<file path="config.mk">
export PLATFORM = sky130hd
export DESIGN_NAME = histogram_chi_square_distance
export DESIGN_NICKNAME = d
export VERILOG_FILES = /design/src/design/hcsd_pkg.sv /design/src/design/histogram_chi_square_distance.sv /design/src/design/hcsd_term.sv /design/src/design/hcsd_accum.sv
export VERILOG_INCLUDE_DIRS = /design/src /design/src/design
export SDC_FILE = /design/constraint.sdc
export NUM_CORES = 1
export LEC_CHECK = 0
export BUFFER_PORTS_ARGS = -buffer_cell sky130_fd_sc_hd__buf_2
export CORE_ASPECT_RATIO = 0.75
export CORE_MARGIN = 2
export CORE_UTILIZATION = 58
export CTS_CLUSTER_DIAMETER = 50
export CTS_CLUSTER_SIZE = 28
export DETAILED_ROUTE_END_ITERATION = 10
export GPL_TIMING_DRIVEN = 1
export PLACE_DENSITY = 0.79
export SETUP_SLACK_MARGIN = 0.1
export SKIP_CTS_REPAIR_TIMING = 1
export SLEW_MARGIN = 5
export SYNTH_ARGS = -nofsm -noshare
export SYNTH_HDL_FRONTEND = slang
export SYNTH_SLANG_ARGS = --single-unit
</file>
<file path="constraint.sdc">
create_clock -name i_clk -period 6.6 [get_ports i_clk]
set_clock_uncertainty 0.05 [all_clocks]
set_input_delay 0.33 -clock i_clk [delete_from_list [all_inputs] [get_ports i_clk]]
set_output_delay 0.33 -clock i_clk [all_outputs]
set_load 0.03 [all_outputs]
</file>
<file path="src/design/histogram_chi_square_distance_defines.svh">
// Assertion macros used by the chi-square distance top-level design file.
`ifndef HISTOGRAM_CHI_SQUARE_DISTANCE_DEFINES_SVH
`define HISTOGRAM_CHI_SQUARE_DISTANCE_DEFINES_SVH

// Check a consequence in the same cycle as its trigger.
`define HCSD_ASSERT_NOW(label, clk, rst_n, ante, cons) \
    label: assert property (@(posedge clk) disable iff (!rst_n) (ante) |-> (cons)) \
        else $error("hcsd check failed");

// Check a consequence in the cycle after its trigger.
`define HCSD_ASSERT_NEXT(label, clk, rst_n, ante, cons) \
    label: assert property (@(posedge clk) disable iff (!rst_n) (ante) |=> (cons)) \
        else $error("hcsd check failed");

`endif

</file>
<file path="src/design/hcsd_pkg.sv">
// Package with widths and shared types of the chi-square distance block.
package hcsd_pkg;

    localparam int BIN_W   = 16;            // width of one histogram bin
    localparam int SUM_W   = BIN_W + 1;     // width of a + b
    localparam int PROD_W  = 2 * BIN_W;     // width of (a - b)^2
    localparam int QUOT_W  = BIN_W;         // a term never exceeds |a - b|
    localparam int DIST_W  = 25;            // width of the reported distance
    localparam int IN_TDATA_W  = 32;        // two bins, packed
    localparam int OUT_TDATA_W = 32;        // distance padded to whole bytes
    localparam int CNT_W   = $clog2(QUOT_W);

    localparam logic [DIST_W-1:0] DIST_MAX = {DIST_W{1'b1}};

    // One finished term handed from the divider to the accumulator
    typedef struct packed {
        logic              valid;
        logic              last;
        logic [QUOT_W-1:0] quot;
    } t_term;

endpackage

</file>
<file path="src/design/histogram_chi_square_distance.sv">
// Chi-square histogram distance: streams bin pairs, emits the sum per histogram.
//
// Each input word carries one bin of two histograms (unsigned Q0.16); the block
// adds (a-b)^2/(a+b), truncated, to a running sum and reports the sum, clamped
// at 25 bits (Q9.16), on the word marked tlast, then starts over from zero. An
// item is worked in steps, and no next word is taken until its term is added:
// capture |a-b| and a+b, square the difference, run the radix-2 divider that
// produces one quotient bit per cycle for all 16 quotient bits, then add the
// term. A waiting result word does not stall input until the next tlast term
// must be written into the output register.
`include "histogram_chi_square_distance_defines.svh"

module histogram_chi_square_distance (
    input  logic                                i_clk,
    input  logic                                i_rst_n,
    input  logic                                i_s_tvalid,
    output logic                                o_s_tready,
    input  logic [hcsd_pkg::IN_TDATA_W-1:0]     i_s_tdata,   // bin_a[15:0], bin_b[31:16]
    input  logic                                i_s_tlast,   // last_bin
    output logic                                o_m_tvalid,
    input  logic                                i_m_tready,
    output logic [hcsd_pkg::OUT_TDATA_W-1:0]    o_m_tdata    // distance[24:0], zeros above
);
    import hcsd_pkg::*;

    logic             r_busy;
    logic             w_accept;
    logic             w_take;
    logic [BIN_W-1:0] w_a;
    logic [BIN_W-1:0] w_b;
    logic [BIN_W-1:0] w_diff;
    logic [SUM_W-1:0] w_sum;
    t_term            w_term;

    // Accept one word at a time
    assign o_s_tready = !r_busy;
    assign w_accept   = i_s_tvalid && o_s_tready;

    // Split the word and form |a-b| and a+b
    assign w_a    = i_s_tdata[BIN_W-1:0];
    assign w_b    = i_s_tdata[2*BIN_W-1:BIN_W];
    assign w_diff = (w_a > w_b) ? (w_a - w_b) : (w_b - w_a);
    assign w_sum  = SUM_W'(w_a) + SUM_W'(w_b);

    // Hold busy until the term has been added
    always_ff @(posedge i_clk) begin
        if (!i_rst_n) begin
            r_busy <= 1'b0;
        end else if (w_accept) begin
            r_busy <= 1'b1;
        end else if (w_take) begin
            r_busy <= 1'b0;
        end
    end

    hcsd_term u_term (
        .i_clk   (i_clk),
        .i_rst_n (i_rst_n),
        .i_start (w_accept),
        .i_diff  (w_diff),
        .i_sum   (w_sum),
        .i_last  (i_s_tlast),
        .i_ack   (w_take),
        .o_term  (w_term)
    );

    hcsd_accum u_accum (
        .i_clk      (i_clk),
        .i_rst_n    (i_rst_n),
        .i_term     (w_term),
        .o_take     (w_take),
        .o_m_tvalid (o_m_tvalid),
        .i_m_tready (i_m_tready),
        .o_m_tdata  (o_m_tdata)
    );

    // A finished term only exists for an item in flight
    `HCSD_ASSERT_NOW(a_term_busy, i_clk, i_rst_n, w_term.valid, r_busy)
    // No second word is taken right behind an accepted one
    `HCSD_ASSERT_NEXT(a_one_item, i_clk, i_rst_n, w_accept, !o_s_tready)
    // A result word appears only after a last term was added
    `HCSD_ASSERT_NOW(a_out_src, i_clk, i_rst_n, $rose(o_m_tvalid), $past(w_take && w_term.last))

endmodule

</file>
<file path="src/design/hcsd_term.sv">
// Term unit: squares |a-b| once, then divides by a+b one quotient bit per cycle.
module hcsd_term (
    input  logic                            i_clk,
    input  logic                            i_rst_n,
    input  logic                            i_start,
    input  logic [hcsd_pkg::BIN_W-1:0]      i_diff,
    input  logic [hcsd_pkg::SUM_W-1:0]      i_sum,
    input  logic                            i_last,
    input  logic                            i_ack,
    output hcsd_pkg::t_term                 o_term
);
    import hcsd_pkg::*;

    typedef enum logic [3:0] {
        S_IDLE = 4'b0001,
        S_MUL  = 4'b0010,
        S_DIV  = 4'b0100,
        S_DONE = 4'b1000
    } t_state;

    t_state              r_state, n_state;
    logic [CNT_W-1:0]    r_cnt;
    logic [BIN_W-1:0]    r_diff;
    logic [SUM_W-1:0]    r_div;       // divisor a + b
    logic                r_zero;      // a + b was zero
    logic                r_last;
    logic [SUM_W-1:0]    r_rem;       // partial remainder, always below divisor
    logic [BIN_W-1:0]    r_low;       // dividend bits still to shift in, MSB first
    logic [QUOT_W-1:0]   r_quot;      // quotient bits shifted in, LSB last
    logic [PROD_W-1:0]   w_prod;
    logic [SUM_W:0]      w_trial;
    logic [SUM_W:0]      w_diffr;
    logic                w_ge;

    // Square the difference; the upper half is already below the divisor
    assign w_prod = PROD_W'(r_diff) * PROD_W'(r_diff);

    // One restoring step: bring down the next dividend bit and try a subtract
    assign w_trial = {r_rem, r_low[BIN_W-1]};
    assign w_diffr = w_trial - {1'b0, r_div};
    assign w_ge    = (w_trial >= {1'b0, r_div});

    // Sequence setup, division steps and hand-off
    always_comb begin
        n_state = r_state;
        case (r_state)
            S_IDLE: if (i_start) n_state = S_MUL;
            S_MUL:  n_state = S_DIV;
            S_DIV:  if (r_cnt == '0) n_state = S_DONE;
            S_DONE: if (i_ack) n_state = S_IDLE;
            default: n_state = S_IDLE;
        endcase
    end

    always_ff @(posedge i_clk) begin
        if (!i_rst_n) begin
            r_state <= S_IDLE;
        end else begin
            r_state <= n_state;
        end
    end

    // Datapath shift registers
    always_ff @(posedge i_clk) begin
        case (r_state)
            S_IDLE: begin
                if (i_start) begin
                    r_diff <= i_diff;
                    r_div  <= i_sum;
                    r_zero <= (i_sum == '0);
                    r_last <= i_last;
                end
            end
            S_MUL: begin
                r_rem  <= SUM_W'(w_prod[PROD_W-1:BIN_W]);
                r_low  <= w_prod[BIN_W-1:0];
                r_quot <= '0;
                r_cnt  <= CNT_W'(QUOT_W - 1);
            end
            S_DIV: begin
                r_rem  <= w_ge ? w_diffr[SUM_W-1:0] : w_trial[SUM_W-1:0];
                r_low  <= {r_low[BIN_W-2:0], 1'b0};
                r_quot <= {r_quot[QUOT_W-2:0], w_ge};
                r_cnt  <= r_cnt - 1'b1;
            end
            default: begin
            end
        endcase
    end

    // Present the term; an empty pair contributes nothing
    assign o_term.valid = (r_state == S_DONE);
    assign o_term.last  = r_last;
    assign o_term.quot  = r_zero ? '0 : r_quot;

endmodule

</file>
<file path="src/design/hcsd_accum.sv">
// Accumulator: adds terms with saturation and registers the distance word.
module hcsd_accum (
    input  logic                                i_clk,
    input  logic                                i_rst_n,
    input  hcsd_pkg::t_term                     i_term,
    output logic                                o_take,
    output logic                                o_m_tvalid,
    input  logic                                i_m_tready,
    output logic [hcsd_pkg::OUT_TDATA_W-1:0]    o_m_tdata
);
    import hcsd_pkg::*;

    logic [DIST_W-1:0] r_sum;
    logic [DIST_W-1:0] r_dist;
    logic              r_valid;
    logic [DIST_W:0]   w_add;
    logic [DIST_W-1:0] w_sat;

    // Add the term and clamp at the largest distance
    assign w_add = {1'b0, r_sum} + (DIST_W + 1)'(i_term.quot);
    assign w_sat = w_add[DIST_W] ? DIST_MAX : w_add[DIST_W-1:0];

    // Take a term unless it must load a distance word that is still waiting
    assign o_take = i_term.valid && (!i_term.last || !r_valid || i_m_tready);

    // Running sum
    always_ff @(posedge i_clk) begin
        if (!i_rst_n) begin
            r_sum <= '0;
        end else if (o_take) begin
            r_sum <= i_term.last ? '0 : w_sat;
        end
    end

    // Output word register
    always_ff @(posedge i_clk) begin
        if (!i_rst_n) begin
            r_valid <= 1'b0;
        end else if (o_take && i_term.last) begin
            r_valid <= 1'b1;
        end else if (i_m_tready) begin
            r_valid <= 1'b0;
        end
    end

    always_ff @(posedge i_clk) begin
        if (o_take && i_term.last) begin
            r_dist <= w_sat;
        end
    end

    assign o_m_tvalid = r_valid;
    assign o_m_tdata  = OUT_TDATA_W'(r_dist);

endmodule
</file>
# Word level (Yosys, flattened, before mapping)
# Index checks and enable logic that the tools add are counted.
# word_totals
elab_cells	61
ff_bits	144
in_bits	37
# op_classes
mux	17
addsub	6
magnitude_cmp	2
n_mul	1
reduce_logical	15
n_eq_ne	7
# op_table
cell	n
one-hot mux 16 bit (2 select lines)	2
two-way mux 25 bit	2
one-hot mux 17 bit (2 select lines)	1
multiplier 16 x 16 -> 32 bit	1
two-way mux 16 bit	2
subtractor 16 bit	2
adder 25 x 16 -> 26 bit	1
greater-or-equal comparator 18 x 17 -> 1 bit	1
adder 16 x 16 -> 17 bit	1
logical NOT 17 bit	1
two-way mux 17 bit	1
subtractor 17 bit	1
greater-than comparator 16 bit	1
one-hot mux 4 bit (4 select lines)	1
two-way mux 4 bit	3
one-hot mux 4 bit (2 select lines)	1
nonzero test 2 bit	3
== test 4 x 1 -> 1 bit (second input constant)	1
== test 4 x 2 -> 1 bit (second input constant)	1
== test 4 x 3 -> 1 bit (second input constant)	1
== test 4 bit (second input constant)	1
logical NOT 4 bit	1
two-way mux 1 bit	4
inequality test 2 x 1 -> 1 bit (second input constant)	2
other kinds (7)	12

# Depth between registers and ports, before layout
# Gate-level depths: netlist (run 1).
# depth
ltp_word	6
depth_mapped	24
depth_no_buf	23

# By module
# Synthesis (run 1) repeated with hierarchy kept, for this count alone.
# unflattened
hier_cells	1958
hier_area_um2	17822.1
# by_module_without_submodules
mod	area_per_inst_um2	cells_each	n_inst
hcsd_term	12089.1	1252	1
hcsd_accum	3158.0	338	1
histogram_chi_square_distance	2575.0	368	1

# Worst setup path after synthesis (run 1)
# No wires, ideal clock.
# synth_timing
kind	register to register
startpoint	register u_term.r_diff[4]
endpoint	register u_term.r_rem[13] (data pin)
arrival_ns	6.215
setup_ns	0.270
slack_ns	0.065
path_stages_with_launch	23
path_cell_list	edfxtp_1 -> clkbuf_1 -> nand2_1 -> inv_1 -> fa_1 -> inv_1 -> fa_1 -> fa_1 -> inv_1 -> fa_1 -> fa_1 -> inv_1 -> fa_1 -> inv_1 -> ha_1 -> a21o_1 -> a21o_1 -> a221o_1 -> a221oi_1 -> a21oi_1 -> a311oi_1 -> xor2_1 -> a21oi_1
# synth_via
elab_chain_cells	2
# synth_lines
element	line_no	source
start, declared	hcsd_term.sv:23	logic [BIN_W-1:0] r_diff;
start signal, assigned	hcsd_term.sv:68	r_diff <= i_diff;
multiplier 16 x 16 -> 32 bit	hcsd_term.sv:36	assign w_prod = PROD_W'(r_diff) * PROD_W'(r_diff);
one-hot mux 17 bit (2 select lines)	hcsd_term.sv:65	case (r_state)
end signal, assigned	hcsd_term.sv:75	r_rem <= SUM_W'(w_prod[PROD_W-1:BIN_W]);
end signal, assigned	hcsd_term.sv:81	r_rem <= w_ge ? w_diffr[SUM_W-1:0] : w_trial[SUM_W-1:0];
end, declared	hcsd_term.sv:27	logic [SUM_W-1:0] r_rem;
# No other way between the ends.
# A chain may end at the register's enable or synchronous reset.

# Worst setup path in the final report (run 1)
# layout_timing
startpoint	register u_term.r_diff[10]
endpoint	register u_term.r_rem[12] (data pin)
# Same word-level chain as after synthesis.

==> results.md, run 1 <==
* Slew headroom at 0.193
* Rows at 54
* # IOs at 71
* Initial antenna violation count at 0
* Netlist cell types at 73
* GP Congestion at 0.965
* Largest net degree at the start of global routing at 55
* # clock sinks at 143
* Crit. End Element: flip-flop
* Core Area at 29000 µm²
* EDFF count, synth at 112
* Antenna-violating nets left at 0
* WHS Path Cells at 1
* Post-synthesis compound-gate area fraction at 0.145
* Vias per inst at 5.78
* Die area at 30800 µm²
* Data arrival, critical path at 6430 ps
* Worst-path fanout max at 9
* Final Core Density at 0.651
* Flops & latches, synth at 143
* P&R area growth vs syn at 10.6%
* Hold Vio Cnt, Final at 0
* Mux cell area share after synthesis at 0.0117
* Max Fclk at 158 MHz
* RSZ-0062 raised after global routing: true
* Level count of the clock H-tree at 4
* Ys async rst share at 0
* Post-synthesis adder-cell area fraction at 0.333
* Grt ovf at 0
* Via count at 13600
* Final #Nets at 2340
* CTS root buffer: clkbuf_16
* Worst-path clk slew at 60 ps
* Number of diodes at 0
* Synth warn at 0
* Largest family of logic cells by synthesized area: adder cells
* IO Port Bufs at 63
* Synthesized area at 17100 µm²
* DRC viols at 0
* Initial DRC Count at 1102
* Clock tree from TritonCTS: built
* Mapped Cells at 1868
* Total Routing Usage GR at 0.268
* Critical Path RT at 6680 ps
* Fill cells at 2325
* Hold_ws at 46.8 ps
* First-pass GRT wire length at 66300 µm
* Min-Delay Path Class: in2reg
* Initial Utilization at 0.589
* TritonCTS Buffers at 17
* Setup CP Type: reg2reg
* Hold Path Sink: u_term.r_last
* Min Tclk post-route at 6350 ps
* Clock buffer depth at 2
* Post-DP HPWL at 33000 µm
* Vias in the first global route at 13300
* Mean post-synth cell area at 9.13 µm²
* R2R setup slack at 250 ps
* Most frequent cells in the layout: inv_1, ha_1, fa_1
* R2R depth at 20
* WL/cell at 17.4 µm
* Sequential fraction of the synthesis area at 0.233
* Simple-gate share of the synthesized area at 0.142
* Die W at 202 µm
* Slew @ Worst Pin at 1200 ps
* Die Height at 153 µm
* Status: completed
* Later-pin clock latency in the skew report at 430 ps
* Setup TNS at 0 ps
* Final period utilization at 0.962
* Final Max Tran Viols at 0
* Maxcap violations at 0
* Ratio of cells with drive above 1 in the final layout at 0.114
* Final setup viols at 0
* Xor/xnor cell area share of the yosys netlist at 0.0436
* Ys flop type: edfxtp_1
* Min-delay src: i_s_tlast
* Worst r2r src: u_term.r_diff[10]
* First-pass DRT Iterations at 6
* Final WL at 41000 µm
* Startpoint Class: flip-flop
* Most common cell after layout, fill and taps aside: inv_1
* Worst r2r dst: u_term.r_rem[12]
through the flow:
| stage | cell area [µm²] | instances | setup WS (ps) |
|---|---|---|---|
| 2_1_floorplan | 17100 | 1874 | 145 |
| 3_3_place_gp | 17900 | 2304 | 58.7 |
| 3_5_place_dp | 17900 | 2304 | -134 |
| 4_1_cts | 18500 | 2336 | -163 |
| 5_1_grt | 18900 | 2355 | 4.57 |
| 6_report | 18900 | 2355 | 254 |
critical path, stage by stage, from the launching register on:
cell	delay [ps]
edfxtp_1	450
buf_4	230
nand2_1	90
fa_2	570
inv_1	60
fa_1	460
fa_1	530
fa_1	530
fa_1	560
inv_1	60
fa_1	530
inv_1	70
ha_1	350
a21o_1	230
a21o_1	230
a21o_1	200
a221oi_2	310
o21ai_2	140
a21oi_2	180
xnor2_1	120
a21boi_0	90
layer usage:
metal	track usage	vias up	wire [µm]
li1	-	6368	-
met1	0.390	6643	18600
met2	0.413	540	18300
met3	0.0535	67	3340
met4	0.0683	0	778
met5	0	-	0
Yosys cell counts, types with 8 or more instances:
library cell / number / area share
mux2i_1: 12 / 0.0070
nand2_1: 161 / 0.035
buf_4: 8 / 0.0035
nand2b_1: 16 / 0.0059
a21oi_1: 97 / 0.028
or3_1: 9 / 0.0033
xor2_1: 32 / 0.016
edfxtp_1: 112 / 0.20
dfxtp_1: 31 / 0.036
fa_1: 169 / 0.20
nand4_1: 13 / 0.0048
o21a_1: 16 / 0.0070
o21bai_1: 17 / 0.0075
nor2_1: 106 / 0.023
and3_1: 13 / 0.0048
and2_1: 71 / 0.026
nor3_1: 32 / 0.0094
nand3_1: 21 / 0.0062
nor2b_1: 30 / 0.011
a31oi_1: 12 / 0.0044
inv_1: 336 / 0.074
clkbuf_1: 53 / 0.012
o21ai_0: 51 / 0.015
xnor2_1: 53 / 0.027
a211oi_1: 20 / 0.0088
ha_1: 184 / 0.13
a21o_1: 52 / 0.023
kinds of logic (layout without fill, tap and decap cells):
kind of cell               count (synthesis)  after routing
buffers and inverters                    403            492
other                                      1              7
DFF                                      143            143
xor gates and xnor gates                  85             85
AOI/OAI and AO/OA                        365            365
muxes                                     19             19
and+or+nand+nor                          499            499
adders and majority gates                353            353
sequential cells by signal, indices dropped and copies added, names as in the netlist:
register and cells:
u_term.r_last 1, u_accum.r_sum 25, u_term.r_state 4, u_term.r_low 16
u_term.r_zero 1, u_term.r_diff 15, u_term.r_cnt 4, u_term.r_div 17
u_accum.o_m_tvalid 1, u_term.r_rem 17, u_accum.r_dist 25, u_term.r_quot 16
r_busy 1
worst max path at each step:
stage / from / endpoint / slack (ps) / cells after the start
floorplan: u_term.r_diff[4] / u_term.r_rem[13] / 140 / 22
global placement: u_term.r_diff[12] / u_term.r_rem[13] / 60 / 22
detailed placement: u_term.r_diff[12] / u_term.r_rem[13] / -130 / 22
CTS: u_term.r_diff[12] / u_term.r_rem[13] / -160 / 22
global route: u_term.r_diff[1] / u_term.r_rem[15] / 5 / 23
finish: u_term.r_diff[10] / u_term.r_rem[12] / 250 / 20
final cells by class:
type	instances	area [µm²]	share of cell area
multi-input cells	1328	11800	0.624
flip-flops and latches	143	3980	0.211
inverters	336	1260	0.0671
repair buffers	124	788	0.0418
well taps	392	490	0.0260
clock buffers	18	450	0.0239
clock inverters	14	106	0.00564
Power of run 1 is left out: the tool's default activity adds up to more than one toggle a clock period on the data nets, which glitch-free logic cannot reach.
==> inputs of run 2 (changes only) <==
--- a/config.mk
+++ b/config.mk
@@ -6,15 +6,16 @@
 export SDC_FILE = /design/constraint.sdc
 export NUM_CORES = 1
 export LEC_CHECK = 0
+export ABC_AREA = 1
 export BUFFER_PORTS_ARGS = -buffer_cell sky130_fd_sc_hd__buf_2
 export CORE_ASPECT_RATIO = 0.75
 export CORE_MARGIN = 2
-export CORE_UTILIZATION = 58
+export CORE_UTILIZATION = 59
 export CTS_CLUSTER_DIAMETER = 50
 export CTS_CLUSTER_SIZE = 28
 export DETAILED_ROUTE_END_ITERATION = 10
 export GPL_TIMING_DRIVEN = 1
-export PLACE_DENSITY = 0.79
+export PLACE_DENSITY = 0.8
 export SETUP_SLACK_MARGIN = 0.1
 export SKIP_CTS_REPAIR_TIMING = 1
 export SLEW_MARGIN = 5
==> run 2 against run 1 <==
First-iteration DRC count up 26%; non-clock buffer count down 29; global-route usage up 1.6 points; utilization down 0.35 points; area after synthesis up 7.3%; worst hold slack worse by 34 ps; critical endpoint is now u_term.r_rem[8]; cell count up 22%; wire length up 10%.
==> results.md, run 2 <==
* Initial antenna violation count at 1 (+1)
* Setup CP Type: reg2reg
* Synth area leaders: fa_1, edfxtp_1, ha_1, nand2_1, inv_1
* Worst-path fanout max at 16 (+7)
* Largest net degree at the start of global routing at 53 (-3.6%)
* Data arrival, critical path at 6390 ps (-40 ps)
* Mean post-synth cell area at 7.62 µm² (-17%)
* Slew headroom at 0.163 (-0.0300)
* Maxcap violations at 0 (unchanged)
* Worst-path clk slew at 70 ps (about the same)
* R2R depth at 21 (+5.0%)
* First-pass DRT Iterations at 6 (unchanged)
* Multi-input logic area at 12000 µm² (+1.5%)
* P&R area growth vs syn at 7.27%
* # IOs at 71 (unchanged)
* Antenna-violating nets left at 0 (unchanged)
* EDFF count, synth at 112 (unchanged)
* Synth warn at 0 (unchanged)
* TritonCTS Buffers at 17 (unchanged)
* IO Port Bufs at 63 (unchanged)
* Grt ovf at 0 (unchanged)
* Vias per inst at 5.43 (-6.1%)
* Core Area at 30300 µm² (+4.7%)
* Top flop regs: u_accum.r_dist (25), u_accum.r_sum (25)
* Rows at 55 (+1.9%)
* Die area at 32500 µm² (+5.4%)
* Ratio of cells with drive above 1 in the final layout at 0.0796 (-0.0340)
* Slew @ Worst Pin at 1250 ps (+56.3 ps)
* Final #Nets at 2840 (+21%)
* Via count at 15500 (+14%)
* Most frequent cells in the layout: nand2_1, inv_1, ha_1
* Final period utilization at 0.946 (-0.0154)
* Crit. End Element: flip-flop
* Netlist cell types at 51 (-30%)
* Initial Utilization at 0.604 (+0.0148)
* Hold Vio Cnt, Final at 0 (unchanged)
* Setup TNS at 0 ps (unchanged)
* Post-DP HPWL at 36900 µm (+12%)
* Min-Delay Path Class: in2reg
* Register area at 3980 µm² (unchanged)
* Startpoint Class: flip-flop
* Sequential fraction of the synthesis area at 0.218 (-0.0160)
* Flops & latches, synth at 143 (unchanged)
* Most frequent cells after synthesis: nand2_1, inv_1, ha_1
* Vias in the first global route at 15200 (+15%)
* Fill cells at 2657 (+14%)
* Synthesized area at 18300 µm² (+7.3%)
* Most common cell after layout, fill and taps aside: nand2_1
* # clock sinks at 143 (unchanged)
* Max Fclk at 160 MHz (+1.6%)
* Min Tclk post-route at 6240 ps (-101 ps)
* WHS Path Cells at 1 (unchanged)
* Final setup viols at 0 (unchanged)
* Mapped Cells at 2404 (+29%)
* Critical Path RT at 6750 ps (+70 ps)
* First-pass GRT wire length at 73900 µm (+11%)
* Ys async rst share at 0 (unchanged)
* Cell taking the most area after synthesis: fa_1
* DRC viols at 0 (unchanged)
* Hold_ws at 12.9 ps (-34.0 ps)
* Final WL at 45300 µm (+10%)
* Status: completed
* Final Max Tran Viols at 0 (unchanged)
* CTS root buffer: clkbuf_16
* Most frequent cell after synthesis: nand2_1
* Placed Cells at 2810 (+22%)
* Clock tree from TritonCTS: built
* RSZ-0062 raised after global routing: true
* Number of diodes at 0 (unchanged)
* Die Height at 157 µm (+2.7%)
* Initial DRC Count at 1387 (+26%)
* Die W at 207 µm (+2.7%)
* Level count of the clock H-tree at 4 (unchanged)
* Ys flop type: edfxtp_1
* Post-synth top area share at 0.185 (-0.0136)
* Clock buffer depth at 2 (unchanged)
* WL/cell at 15.8 µm (-9.2%)
* Non-filler cells, final at 2862 (+22%)
* GP Congestion at 0.996 (+3.2%)
* Total Routing Usage GR at 0.284 (+0.0155)
* Later-pin clock latency in the skew report at 440 ps (about the same)
## run 2: cell families (layout without fill, tap and decap cells)
family	Yosys count	in the layout	synth area share
AOI/OAI and AO/OA	274	274	0.0848
buffers and inverters	617	670	0.132
and+or+nand+nor	943	943	0.220
other	1	7	0.000205
adders and majority gates	353	353	0.310
DFF	143	143	0.218
muxes	1	1	0.000615
xor gates and xnor gates	72	72	0.0344
## run 2: area by class of cell
class	instances	area share
clock inverters	15	0.00885
repair buffers	95	0.0289
well taps	399	0.0254
clock buffers	17	0.0217
multi-input cells	1650	0.609
flip-flops and latches	143	0.203
inverters	543	0.104
## run 2: per-stage QoR
step / util / setup slack [ps] / instance area (µm²)
2_1_floorplan: - / 707 / 18300
3_3_place_gp: 0.622 / 455 / 18900
3_5_place_dp: 0.622 / 329 / 18900
4_1_cts: 0.642 / 322 / 19500
5_1_grt: 0.647 / 80.7 / 19600
6_report: 0.647 / 355 / 19600
## run 2: per-layer routing
layer,vias to the layer above,global-route usage,part of all wire
li1,7521,-,-
met1,7348,0.395,0.45
met2,602,0.450,0.45
met3,63,0.0596,0.080
met4,2,0.0813,0.023
met5,-,0,0.00029
## run 2: path summary, 6_finish.rpt
check	from	to	slack (ps)
hold reg to reg	r_busy	r_busy	420
hold / removal	i_s_tlast	u_term.r_last	10
setup reg to reg	u_term.r_diff[1]	u_term.r_rem[8]	360
setup / recovery	u_term.r_diff[1]	u_term.r_rem[8]	360
## run 2: critical path: stages (launching register included)
cell,delay [ps]
edfxtp_1,790
nand2_1,240
xor2_1,210
ha_1,280
inv_1,50
fa_1,530
inv_1,50
fa_1,500
fa_1,530
fa_1,550
inv_1,50
fa_1,550
inv_1,50
ha_1,360
a21o_1,190
o21bai_1,200
o21bai_1,230
nand2_1,80
nand3_1,70
or2_2,270
nand3_1,100
nand2_1,60
Power of run 2 is left out for the same reason.
